File: src/rtl/indexed_list_with_compaction_macros.svh
// Assertion macros shared by the indexed list RTL.
`ifndef INDEXED_LIST_WITH_COMPACTION_MACROS_SVH
`define INDEXED_LIST_WITH_COMPACTION_MACROS_SVH

`ifndef SYNTHESIS
// Same-cycle implication, checked outside reset.
`define ILC_ASSERT_IMP(label, clk, rst_n, ante, cons) \
  label: assert property (@(posedge clk) disable iff (!rst_n) (ante) |-> (cons)) \
    else $error("indexed list: same-cycle check failed");
// Next-cycle implication, checked outside reset.
`define ILC_ASSERT_NXT(label, clk, rst_n, ante, cons) \
  label: assert property (@(posedge clk) disable iff (!rst_n) (ante) |=> (cons)) \
    else $error("indexed list: next-cycle check failed");
`else
`define ILC_ASSERT_IMP(label, clk, rst_n, ante, cons)
`define ILC_ASSERT_NXT(label, clk, rst_n, ante, cons)
`endif

`endif

File: src/rtl/ilc_pkg.sv
// Shared types, codes and constants of the indexed list block.
package ilc_pkg;

  localparam int DATA_W       = 32;
  localparam int KIND_W       = 3;
  localparam int POS_W        = 6;
  localparam int COUNT_W      = 7;
  localparam int STATUS_W     = 2;
  localparam int CAPACITY_DEF = 64;
  // read-out tree: eight children per node
  localparam int FANIN_LOG    = 3;
  localparam int FANIN        = 1 << FANIN_LOG;

  typedef enum logic [KIND_W-1:0] {
    K_APPEND      = 3'd0,
    K_READ        = 3'd1,
    K_REPLACE     = 3'd2,
    K_REMOVE_AT   = 3'd3,
    K_REMOVE_LAST = 3'd4
  } kind_t;

  typedef enum logic [STATUS_W-1:0] {
    STAT_OK    = 2'd0,
    STAT_FULL  = 2'd1,
    STAT_RANGE = 2'd2
  } status_t;

  typedef enum logic [1:0] {
    ST_IDLE,
    ST_DRAIN,
    ST_DONE,
    ST_HOLD
  } state_t;

  typedef struct packed {
    logic [KIND_W-1:0] kind;
    logic [POS_W-1:0]  position;
    logic [DATA_W-1:0] word_in;
  } in_word_t;

  typedef struct packed {
    logic [DATA_W-1:0]  word_out;
    logic [COUNT_W-1:0] count_after;
    logic [STATUS_W-1:0] status;
  } out_word_t;

  // Command broadcast to every cell of the row
  typedef struct packed {
    logic wr;
    logic shift;
    logic rd;
  } cell_ctl_t;

  // Number of registered levels needed to gather n leaves
  function automatic int tree_levels(input int n);
    int lv;
    int span;
    lv   = 1;
    span = FANIN;
    for (int k = 0; k < 8; k++) begin
      if (span < n) begin
        span = span * FANIN;
        lv++;
      end
    end
    return lv;
  endfunction

endpackage

File: src/rtl/ilc_cell.sv
// One storage cell of the list row: holds one word, shifts from its neighbour.
module ilc_cell #(
  parameter int IW  = 6,
  parameter int IDX = 0
) (
  input  logic                       clk,
  input  ilc_pkg::cell_ctl_t         ctl,
  input  logic [IW-1:0]              idx,
  input  logic [ilc_pkg::DATA_W-1:0] word_in,
  input  logic [ilc_pkg::DATA_W-1:0] next_word,
  output logic [ilc_pkg::DATA_W-1:0] word,
  output logic [ilc_pkg::DATA_W-1:0] leaf
);

  logic [ilc_pkg::DATA_W-1:0] word_r;
  logic                       hit;
  logic                       above;

  assign hit   = (idx == IW'(IDX));
  assign above = (IW'(IDX) >= idx);

  // Close the gap from the neighbour, or take a written word
  always_ff @(posedge clk) begin
    if (ctl.shift && above) begin
      word_r <= next_word;
    end else if (ctl.wr && hit) begin
      word_r <= word_in;
    end
  end

  // Offer the stored word to the read-out tree only when addressed
  assign leaf = (ctl.rd && hit) ? word_r : '0;
  assign word = word_r;

endmodule

File: src/rtl/ilc_tree.sv
// Registered eight-way OR tree that gathers the addressed cell's word.
module ilc_tree #(
  parameter int N = ilc_pkg::CAPACITY_DEF
) (
  input  logic                       clk,
  input  logic [ilc_pkg::DATA_W-1:0] leaf [N],
  output logic [ilc_pkg::DATA_W-1:0] sum
);

  localparam int LVLS = ilc_pkg::tree_levels(N);
  localparam int NPAD = 1 << (ilc_pkg::FANIN_LOG * LVLS);

  logic [ilc_pkg::DATA_W-1:0] leaf_pad [NPAD];
  logic [ilc_pkg::DATA_W-1:0] node_nxt [LVLS][NPAD];
  logic [ilc_pkg::DATA_W-1:0] node_r   [LVLS][NPAD];

  // Pad the leaf row up to a full tree
  for (genvar i = 0; i < NPAD; i++) begin : g_pad
    if (i < N) begin : g_real
      assign leaf_pad[i] = leaf[i];
    end else begin : g_zero
      assign leaf_pad[i] = '0;
    end
  end

  // Combine eight children per node, one level per register stage
  always_comb begin
    for (int j = 0; j < NPAD; j++) begin
      node_nxt[0][j] = '0;
      if (j < (NPAD >> ilc_pkg::FANIN_LOG)) begin
        for (int c = 0; c < ilc_pkg::FANIN; c++) begin
          node_nxt[0][j] = node_nxt[0][j] | leaf_pad[(ilc_pkg::FANIN * j + c) & (NPAD - 1)];
        end
      end
    end
    for (int k = 1; k < LVLS; k++) begin
      for (int j = 0; j < NPAD; j++) begin
        node_nxt[k][j] = '0;
        if (j < (NPAD >> (ilc_pkg::FANIN_LOG * (k + 1)))) begin
          for (int c = 0; c < ilc_pkg::FANIN; c++) begin
            node_nxt[k][j] = node_nxt[k][j]
                           | node_r[k-1][(ilc_pkg::FANIN * j + c) & (NPAD - 1)];
          end
        end
      end
    end
  end

  always_ff @(posedge clk) begin
    node_r <= node_nxt;
  end

  assign sum = node_r[LVLS-1][0];

endmodule

File: src/rtl/indexed_list_with_compaction.sv
// Indexed word list with compaction: top level with control, cell row and read-out tree.
//
// An ordered list of up to CAPACITY 32-bit words held in a row of cells, one
// word per cell. Each input word carries one operation (append, read,
// replace, remove at index, remove last) and yields exactly one result word
// with the word read or removed, the count afterwards and a status. Writes and
// the one-place shift of a removal happen in the cycle the item is taken, so
// the list is updated at once; the read word then travels through a
// registered eight-way OR tree of L levels, L = ceil(log8(CAPACITY)), with a
// minimum of one. The result enters the output register once the last tree
// level holds the read word, and the input stays stalled until then, so a
// new item is taken only after the last one's result is loaded; the pace is
// set by the depth of the read-out tree. The output register lets a new item
// enter while the previous result still waits; a further item is held off
// until that result has been taken. Stored words are not cleared at reset and
// need no clearing pass; only entries below the count are ever read.
`include "indexed_list_with_compaction_macros.svh"

module indexed_list_with_compaction #(
  parameter int CAPACITY = ilc_pkg::CAPACITY_DEF
) (
  input  logic               clk,
  input  logic               rst_n,
  input  logic               in_valid,
  output logic               in_stall,
  input  ilc_pkg::in_word_t  in_data,
  output logic               out_valid,
  input  logic               out_stall,
  output ilc_pkg::out_word_t out_data
);

  localparam int IW   = $clog2(CAPACITY);
  localparam int CW   = $clog2(CAPACITY + 1);
  localparam int CMPW = (CW > ilc_pkg::POS_W) ? CW : ilc_pkg::POS_W;
  localparam int LVLS = ilc_pkg::tree_levels(CAPACITY);
  localparam int DW   = $clog2(LVLS + 1);

  ilc_pkg::state_t    state_r, state_nxt;
  logic [DW-1:0]      drain_r, drain_nxt;
  logic [CW-1:0]      count_r, count_nxt;
  logic               acc;
  logic               free;
  logic               load;
  logic               hold_cap;

  ilc_pkg::cell_ctl_t dec_ctl, cell_ctl;
  logic [IW-1:0]      cell_idx;
  logic [CW-1:0]      dec_count;
  ilc_pkg::status_t   dec_status;
  logic               pos_ok;

  logic [ilc_pkg::COUNT_W-1:0]  res_cnt_r;
  ilc_pkg::status_t             res_status_r;
  logic [ilc_pkg::DATA_W-1:0]   res_word_r;
  logic [ilc_pkg::DATA_W-1:0]   tree_sum;
  logic                         out_valid_r, out_valid_nxt;
  ilc_pkg::out_word_t           out_data_r, out_data_nxt;

  logic [ilc_pkg::DATA_W-1:0] cell_word [CAPACITY];
  logic [ilc_pkg::DATA_W-1:0] nxt_word  [CAPACITY];
  logic [ilc_pkg::DATA_W-1:0] cell_leaf [CAPACITY];

  assign acc  = in_valid && !in_stall;
  assign free = !out_valid_r || !out_stall;

  // Decode the operation against the current count
  assign pos_ok = (CMPW'(in_data.position) < CMPW'(count_r));

  always_comb begin
    dec_ctl    = '0;
    cell_idx   = '0;
    dec_count  = count_r;
    dec_status = ilc_pkg::STAT_OK;
    unique case (in_data.kind)
      ilc_pkg::K_APPEND: begin
        if (count_r == CW'(CAPACITY)) begin
          dec_status = ilc_pkg::STAT_FULL;
        end else begin
          dec_ctl.wr = 1'b1;
          cell_idx   = IW'(count_r);
          dec_count  = count_r + CW'(1);
        end
      end
      ilc_pkg::K_READ: begin
        if (pos_ok) begin
          dec_ctl.rd = 1'b1;
          cell_idx   = IW'(in_data.position);
        end else begin
          dec_status = ilc_pkg::STAT_RANGE;
        end
      end
      ilc_pkg::K_REPLACE: begin
        if (pos_ok) begin
          dec_ctl.wr = 1'b1;
          cell_idx   = IW'(in_data.position);
        end else begin
          dec_status = ilc_pkg::STAT_RANGE;
        end
      end
      ilc_pkg::K_REMOVE_AT: begin
        if (pos_ok) begin
          dec_ctl.rd    = 1'b1;
          dec_ctl.shift = 1'b1;
          cell_idx      = IW'(in_data.position);
          dec_count     = count_r - CW'(1);
        end else begin
          dec_status = ilc_pkg::STAT_RANGE;
        end
      end
      ilc_pkg::K_REMOVE_LAST: begin
        if (count_r != '0) begin
          dec_ctl.rd = 1'b1;
          cell_idx   = IW'(count_r - CW'(1));
          dec_count  = count_r - CW'(1);
        end else begin
          dec_status = ilc_pkg::STAT_RANGE;
        end
      end
      default: begin
        dec_status = ilc_pkg::STAT_RANGE;
      end
    endcase
  end

  // Drive the cells only on an accepted word
  assign cell_ctl  = acc ? dec_ctl : '0;
  assign count_nxt = acc ? dec_count : count_r;

  // Row of cells, each but the top one fed by its upper neighbour
  for (genvar g = 0; g < CAPACITY; g++) begin : g_cell
    if (g < CAPACITY - 1) begin : g_link
      assign nxt_word[g] = cell_word[g+1];
    end else begin : g_end
      assign nxt_word[g] = cell_word[g];
    end
    ilc_cell #(
      .IW  (IW),
      .IDX (g)
    ) u_cell (
      .clk       (clk),
      .ctl       (cell_ctl),
      .idx       (cell_idx),
      .word_in   (in_data.word_in),
      .next_word (nxt_word[g]),
      .word      (cell_word[g]),
      .leaf      (cell_leaf[g])
    );
  end

  ilc_tree #(
    .N (CAPACITY)
  ) u_tree (
    .clk  (clk),
    .leaf (cell_leaf),
    .sum  (tree_sum)
  );

  // Next state
  always_comb begin
    state_nxt = state_r;
    unique case (state_r)
      ilc_pkg::ST_IDLE: begin
        if (acc) begin
          state_nxt = (LVLS == 1) ? ilc_pkg::ST_DONE : ilc_pkg::ST_DRAIN;
        end
      end
      ilc_pkg::ST_DRAIN: begin
        if (drain_r == DW'(1)) begin
          state_nxt = ilc_pkg::ST_DONE;
        end
      end
      ilc_pkg::ST_DONE: begin
        state_nxt = free ? ilc_pkg::ST_IDLE : ilc_pkg::ST_HOLD;
      end
      ilc_pkg::ST_HOLD: begin
        if (free) begin
          state_nxt = ilc_pkg::ST_IDLE;
        end
      end
      default: begin
        state_nxt = ilc_pkg::ST_IDLE;
      end
    endcase
  end

  // State outputs
  always_comb begin
    in_stall  = 1'b1;
    load      = 1'b0;
    hold_cap  = 1'b0;
    drain_nxt = drain_r;
    unique case (state_r)
      ilc_pkg::ST_IDLE: begin
        in_stall = 1'b0;
        if (acc) begin
          drain_nxt = DW'(LVLS - 1);
        end
      end
      ilc_pkg::ST_DRAIN: begin
        drain_nxt = drain_r - DW'(1);
      end
      ilc_pkg::ST_DONE: begin
        load     = free;
        hold_cap = !free;
      end
      ilc_pkg::ST_HOLD: begin
        load = free;
      end
      default: begin
        in_stall = 1'b1;
      end
    endcase
  end

  // Assemble the result word for the output register
  always_comb begin
    out_data_nxt             = out_data_r;
    out_valid_nxt            = out_valid_r && out_stall;
    if (load) begin
      out_valid_nxt          = 1'b1;
      out_data_nxt.word_out  = (state_r == ilc_pkg::ST_HOLD) ? res_word_r : tree_sum;
      out_data_nxt.count_after = res_cnt_r;
      out_data_nxt.status    = res_status_r;
    end
  end

  // Control registers
  always_ff @(posedge clk) begin
    if (!rst_n) begin
      state_r     <= ilc_pkg::ST_IDLE;
      drain_r     <= '0;
      count_r     <= '0;
      out_valid_r <= 1'b0;
    end else begin
      state_r     <= state_nxt;
      drain_r     <= drain_nxt;
      count_r     <= count_nxt;
      out_valid_r <= out_valid_nxt;
    end
  end

  // Result payload registers
  always_ff @(posedge clk) begin
    if (acc) begin
      res_cnt_r    <= ilc_pkg::COUNT_W'(dec_count);
      res_status_r <= dec_status;
    end
    if (hold_cap) begin
      res_word_r <= tree_sum;
    end
    out_data_r <= out_data_nxt;
  end

  assign out_valid = out_valid_r;
  assign out_data  = out_data_r;

  // Checks
  `ILC_ASSERT_NXT(a_busy_after_accept, clk, rst_n, acc, in_stall)
  `ILC_ASSERT_NXT(a_count_only_on_accept, clk, rst_n, !acc, $stable(count_r))
  `ILC_ASSERT_NXT(a_append_grows, clk, rst_n, acc && (in_data.kind == ilc_pkg::K_APPEND) && (count_r != CW'(CAPACITY)), count_r == $past(count_r) + CW'(1))
  `ILC_ASSERT_IMP(a_full_at_capacity, clk, rst_n, out_valid_r && (out_data_r.status == ilc_pkg::STAT_FULL), out_data_r.count_after == ilc_pkg::COUNT_W'(CAPACITY))

endmodule

File: config.mk
export PLATFORM = sky130hd
export DESIGN_NAME = indexed_list_with_compaction
export DESIGN_NICKNAME = d
export VERILOG_FILES = /design/src/rtl/ilc_pkg.sv /design/src/rtl/ilc_cell.sv /design/src/rtl/ilc_tree.sv /design/src/rtl/indexed_list_with_compaction.sv
export VERILOG_INCLUDE_DIRS = /design/src /design/src/rtl
export SDC_FILE = /design/constraint.sdc
export NUM_CORES = 2
export LEC_CHECK = 0
export ABC_AREA = 0
export ABC_CLOCK_PERIOD_IN_PS = 25000
export BUFFER_PORTS_ARGS = -buffer_cell sky130_fd_sc_hd__buf_2
export CAP_MARGIN = 20
export CORE_ASPECT_RATIO = 0.9
export CORE_MARGIN = 2
export CORE_UTILIZATION = 50
export CTS_BUF_LIST = sky130_fd_sc_hd__clkbuf_8
export DETAILED_ROUTE_END_ITERATION = 8
export PLACE_DENSITY = 0.65
export SLEW_MARGIN = 25
export SYNTH_ARGS = -nofsm -noshare
export SYNTH_HDL_FRONTEND = slang
export SYNTH_HIERARCHICAL = 1
export SYNTH_SLANG_ARGS = --single-unit
export TNS_END_PERCENT = 5
File: constraint.sdc
create_clock -name clk -period 25 [get_ports clk]
set_input_delay 6.25 -clock clk [delete_from_list [all_inputs] [get_ports clk]]
set_output_delay 6.25 -clock clk [all_outputs]
set_load 0.02 [all_outputs]
* Word-level counts from Yosys, hierarchy flattened *
Cells that the tools add are included.

operators by class
  reductions and logical operators = 271
  $lt $le $gt $ge = 65
  muxes and demuxes = 221
  bitwise operators = 64
  $add $sub $neg = 3
  eq/ne operators = 75

operator list
  kind                   count
  $mux W32               191
  $or A32 B32 Y32        63
  $logic_and A1 B1 Y1    194
  $eq A6 B6 Y1 const B   32
  $ge A6 B6 Y1 const A   32
  $reduce_bool A2 Y1     64
  $eq A6 B5 Y1 const B   16
  $ge A5 B6 Y1 const A   16
  $eq A6 B4 Y1 const B   8
  $ge A4 B6 Y1 const A   8
  $eq A6 B3 Y1 const B   4
  $ge A3 B6 Y1 const A   4
  $mux W7                3
  $pmux W7 S3            1
  $mux W6                3
  $pmux W6 S3            1
  $mux W2                7
  $eq A6 B2 Y1 const B   2
  $ge A1 B6 Y1 const A   2
  $ge A2 B6 Y1 const A   2
  $mux W1                9
  $pmux W2 S4            1
  $add A7 B1 Y7 const B  1
  $eq A7 B7 Y1 const B   1
  other kinds (26)       34

word-level totals
  bits of input ports = 45
  register bits after elaboration = 2430
  word-level logic and storage cells = 782

* Depth between registers and ports, before layout *
  depth in word-level cells = 13
  depth in mapped cells = 15

* Least setup slack after synthesis *
OpenSTA, ideal clock, no wires.

  path kind = input port to flip-flop
  start point = input in_data[36] in the netlist's numbering
  end point = register g_cell[44].u_cell.word_r, in the netlist g_cell[44].u_cell/word[0] (enable)
  data required time = 23.951 ns
  arrival time = 19.164 ns
  cell stages on the path = 7
  path slack = 4.786 ns
  path through = ha_1 -> a211oi_1 -> o32a_1 -> and3_1 -> a21oi_1 -> o21ai_0 -> o41ai_1

on the way
  longest elaborated chain between the ends = 6

RTL lines
  item                                                 line                                                                                                         RTL
  from (decl)                                          indexed_list_with_compaction.sv:26                                                                           input ilc_pkg::in_word_t in_data,
  $lt A6 B7 Y1 (*)                                     indexed_list_with_compaction.sv:67                                                                           assign pos_ok = (CMPW'(in_data.position) < CMPW'(count_r));
  $mux W6 (*)                                          indexed_list_with_compaction.sv:85, indexed_list_with_compaction.sv:93, indexed_list_with_compaction.sv:101
  $pmux W6 S3 (*)                                      indexed_list_with_compaction.sv:74                                                                           unique case (in_data.kind)
  via cell_idx[0]                                      indexed_list_with_compaction.sv:47                                                                           logic [IW-1:0] cell_idx;
  $ge A6 B6 Y1 / $eq A6 B6 Y1 (equally long branches)  ilc_cell.sv:20, ilc_cell.sv:19
  $logic_and A1 B1 Y1 (on tied branches)               ilc_cell.sv:24, ilc_cell.sv:26
  $reduce_bool A2 Y1 (no line) (*)                     -
  to (signal assigned)                                 ilc_cell.sv:25                                                                                               word_r <= next_word;
  to (signal assigned)                                 ilc_cell.sv:27                                                                                               word_r <= word_in;
  to (decl)                                            ilc_cell.sv:15                                                                                               logic [ilc_pkg::DATA_W-1:0] word_r;

The timed path passes the listed nets; every way through them passes the cells marked *.
A chain may end at the register's enable or synchronous reset.

* Final worst setup path *
  start point = input in_data[36] in the netlist's numbering
  end point = register g_cell[49].u_cell.word_r, in the netlist g_cell[49].u_cell/word[9] (enable)

on the way
  longest elaborated chain between the ends = 6

RTL lines
  item                                                 line
  $lt A6 B7 Y1                                         indexed_list_with_compaction.sv:67
  $mux W6 (*)                                          indexed_list_with_compaction.sv:85, indexed_list_with_compaction.sv:93, indexed_list_with_compaction.sv:101
  $pmux W6 S3 (*)                                      indexed_list_with_compaction.sv:74
  via cell_idx[4]                                      indexed_list_with_compaction.sv:47
  $ge A6 B6 Y1 / $eq A6 B6 Y1 (equally long branches)  ilc_cell.sv:20, ilc_cell.sv:19
  $logic_and A1 B1 Y1 (on tied branches)               ilc_cell.sv:24, ilc_cell.sv:26
  $reduce_bool A2 Y1 (no line) (*)                     -
  to (signal assigned)                                 ilc_cell.sv:25
  to (signal assigned)                                 ilc_cell.sv:27
  to (decl)                                            ilc_cell.sv:15

Marked as above.

==> qor.txt <==
status = finished, final reports clean
Final setup viols = 0
Post-Syn Nets = 9205
Synth area leaders = edfxtp_1, mux2_4, mux2_2
Max Cap Violations = 0
skew final = 92.3 ps
Initial Utilization = 50.3%
# H-tree levels = 5
total gr overflow = 0
# rows = 175
worst-skew pair later-pin latency = 1040 ps
Die Span Y = 483 um
CP max-delay cell = a221o_4
worst setup path start = in_data[36]
Most common cell on crit path = buf_4
CTS tree = done
area of the die = 259000 um2
crit-path leading delay family = buffers and inverters
FF-to-FF Start = count_r[4]$_SDFFE_PN0P_
critical path class = primary input to flop
wire per inst = 31.3 um
Post-CTS Setup Bufs = 0
ANT nets after route = 0
Post-synth ARST share = 0%
starting DRC count in detailed routing = 8646
Worst-path clk slew = 60 ps
critical path data required time = 25490 ps
Critical Path Sink Type = flop
Yosys top cell area share = 50.2%
Period minus WS final = 12240 ps
Num CTS Buffers = 411
Critical path buffers and inverters = 5
fin util = 54.5%
RSZ-0062 raised after global routing = no
Top Ports = 88
Yosys top cell by area = edfxtp_1
hold_sp = u_tree/sum[4]$_DFF_P_
Worst Path Arrival = 12730 ps
fmax = 0.0817 GHz
share of layout cells above drive strength 1 = 35.3%
WHS = 419 ps
Hold Violations, Final = 0
count leader, synth = edfxtp_1
placed cell area = 130000 um2
Finished Cell Area = 138000 um2
worst hold path class = flop to flop
detailed placement HPWL = 256000 um
core area = 253000 um2
total track usage = 30.9%
area delta synth->final = 8.26%
crit-path max cell delay = 800 ps
CTS resizes = 0
DR vias/cell = 6.12
Max VDD drop = 0.0535 mV
flops & latches, synth = 2430
period utilisation layout = 49.0%
Buffers on Ports = 87
P per Cell Area = 63.6 nW/um2
hold_buf cts = 0
Syn Std Cell Area = 127000 um2
clock root cell = clkbuf_8
crit path max fanout = 56
Slew headroom = 11.0%
EDFF count, synth = 2130
CP cell instances = buf_2 > ha_1 > a211oi_1 > o32ai_2 > nor3_1 > a221o_4 > buf_4 > buf_4 > buf_4 > nand2_1 > o21ai_4 > buf_4 > nand2_2
Synth Instances = 9150
distinct cell type count after synthesis = 118
drt first pass iters = 8
CP startpoint kind = primary input
largest net degree at the start of global routing = 114
Die W = 536 um
Synth Warn # = 6
Slew Limit Fails = 0
Pleak = 53.9 nW
routed vias = 79800
Mean Syn Cell Area = 13.9 um2
CTS Buffer Depth = 4
initial antenna violation count = 25
setup TNS = 0 ps
# DRC = 0
vias in the first global route = 78900
CTS sink count = 2430
commonest cells in the netlist = edfxtp_1, and2_1, mux2_4
WL final = 409000 um
Top FF cell, synth = edfxtp_1
Final #Nets = 9374
RD Place Congestion = 0.915
first-pass GRT wire length = 580000 um
register area share after synthesis = 54.9%
Worst Tran Pin Value = 1320 ps
through the flow:
step | worst slack [ps] | power, mW | instances
final | 12760 | 8.77 | 13000
after floorplan | 4790 | 5.07 | 9150
after global routing | 12550 | 9.02 | 13000
after CTS | 12900 | 8.81 | 13000
after global placement | 11890 | 5.28 | 12300
after detailed placement | 11860 | 5.30 | 12300
where the power goes:
part | switching, mW | leakage [nW] | internal [mW]
clock network | 1.71 | 4.73 | 1.83
registers | 0.0319 | 21.7 | 4.48
logic | 0.428 | 27.5 | 0.290
total | 2.17 | 53.9 | 6.60
routing by layer:
layer,vias to the layer above,track usage (%),wire (um)
li1,34300,-,-
met3,840,4.78,31900
met2,3777,49.4,190000
met4,8,16.8,25000
met5,-,0.292,151
met1,40800,40.4,162000
layout make-up:
type                       count  area (um2)
antenna                       10        25.0
multi-input combinational   5978       52700
sequential                  2430       70000
inverter                     193         724
fill                       20900      115000
tap                         3363        4210
clock buffer                 476        6550
clock inverter               279        1480
timing repair buffer         305        2290
sequential cells by signal (all words and copies together) (netlist names), 7 cells and up:
signal / count
count_r: 7
res_word_r: 32
u_tree/sum: 32
out_data: 41
g_cell.u_cell/word: 2048
u_tree/node_r: 256
res_cnt_r: 7
placed cells by master, fill, tap and decap left out, types with 10 or more instances in the layout:
master and n:
edfxtp_1 2130, and2_1 1526, mux2_4 1068, mux2_2 864
nor4_1 576, nand2_1 570, clkbuf_8 476, inv_1 343
dfxtp_1 300, and2_2 273, buf_4 241, nor3_1 206
o211ai_1 99, nand4_1 94, nand2b_1 70, clkinv_2 58
buf_2 55, mux2_1 52, clkinv_1 42, nor4_2 41
o211ai_2 36, nor3_2 32, a222oi_1 32, nor2_1 30
and2_0 30, nand3_1 28, o21ai_4 21, a21oi_1 19
and4_4 18, o21ai_0 15, nor4_4 12, nor3_4 12
diode_2 10, nand2_2 10, ha_1 10
worst paths after layout:
check / depth (start not counted) / slack (ps) / end
setup / recovery: 13 / 12760 / g_cell[49].u_cell/word[9]$_DFFE_PP_
hold reg to reg: 0 / 420 / res_word_r[4]$_DFFE_PP_
hold / removal: 0 / 420 / res_word_r[4]$_DFFE_PP_
setup reg to reg: 13 / 17320 / g_cell[49].u_cell/word[9]$_DFFE_PP_
cells by family after synthesis:
logic type	after synthesis	synth area share [%]
AOI/OAI and AO/OA	318	2.29
xor gates and xnor gates	3	0.0206
adders and majority gates	10	0.0982
buffers and inverters	742	4.11
DFF	2430	54.9
muxes	1985	20.7
and+or+nand+nor	3662	17.9
No activity file was read; power rests on OpenSTA's default activity.
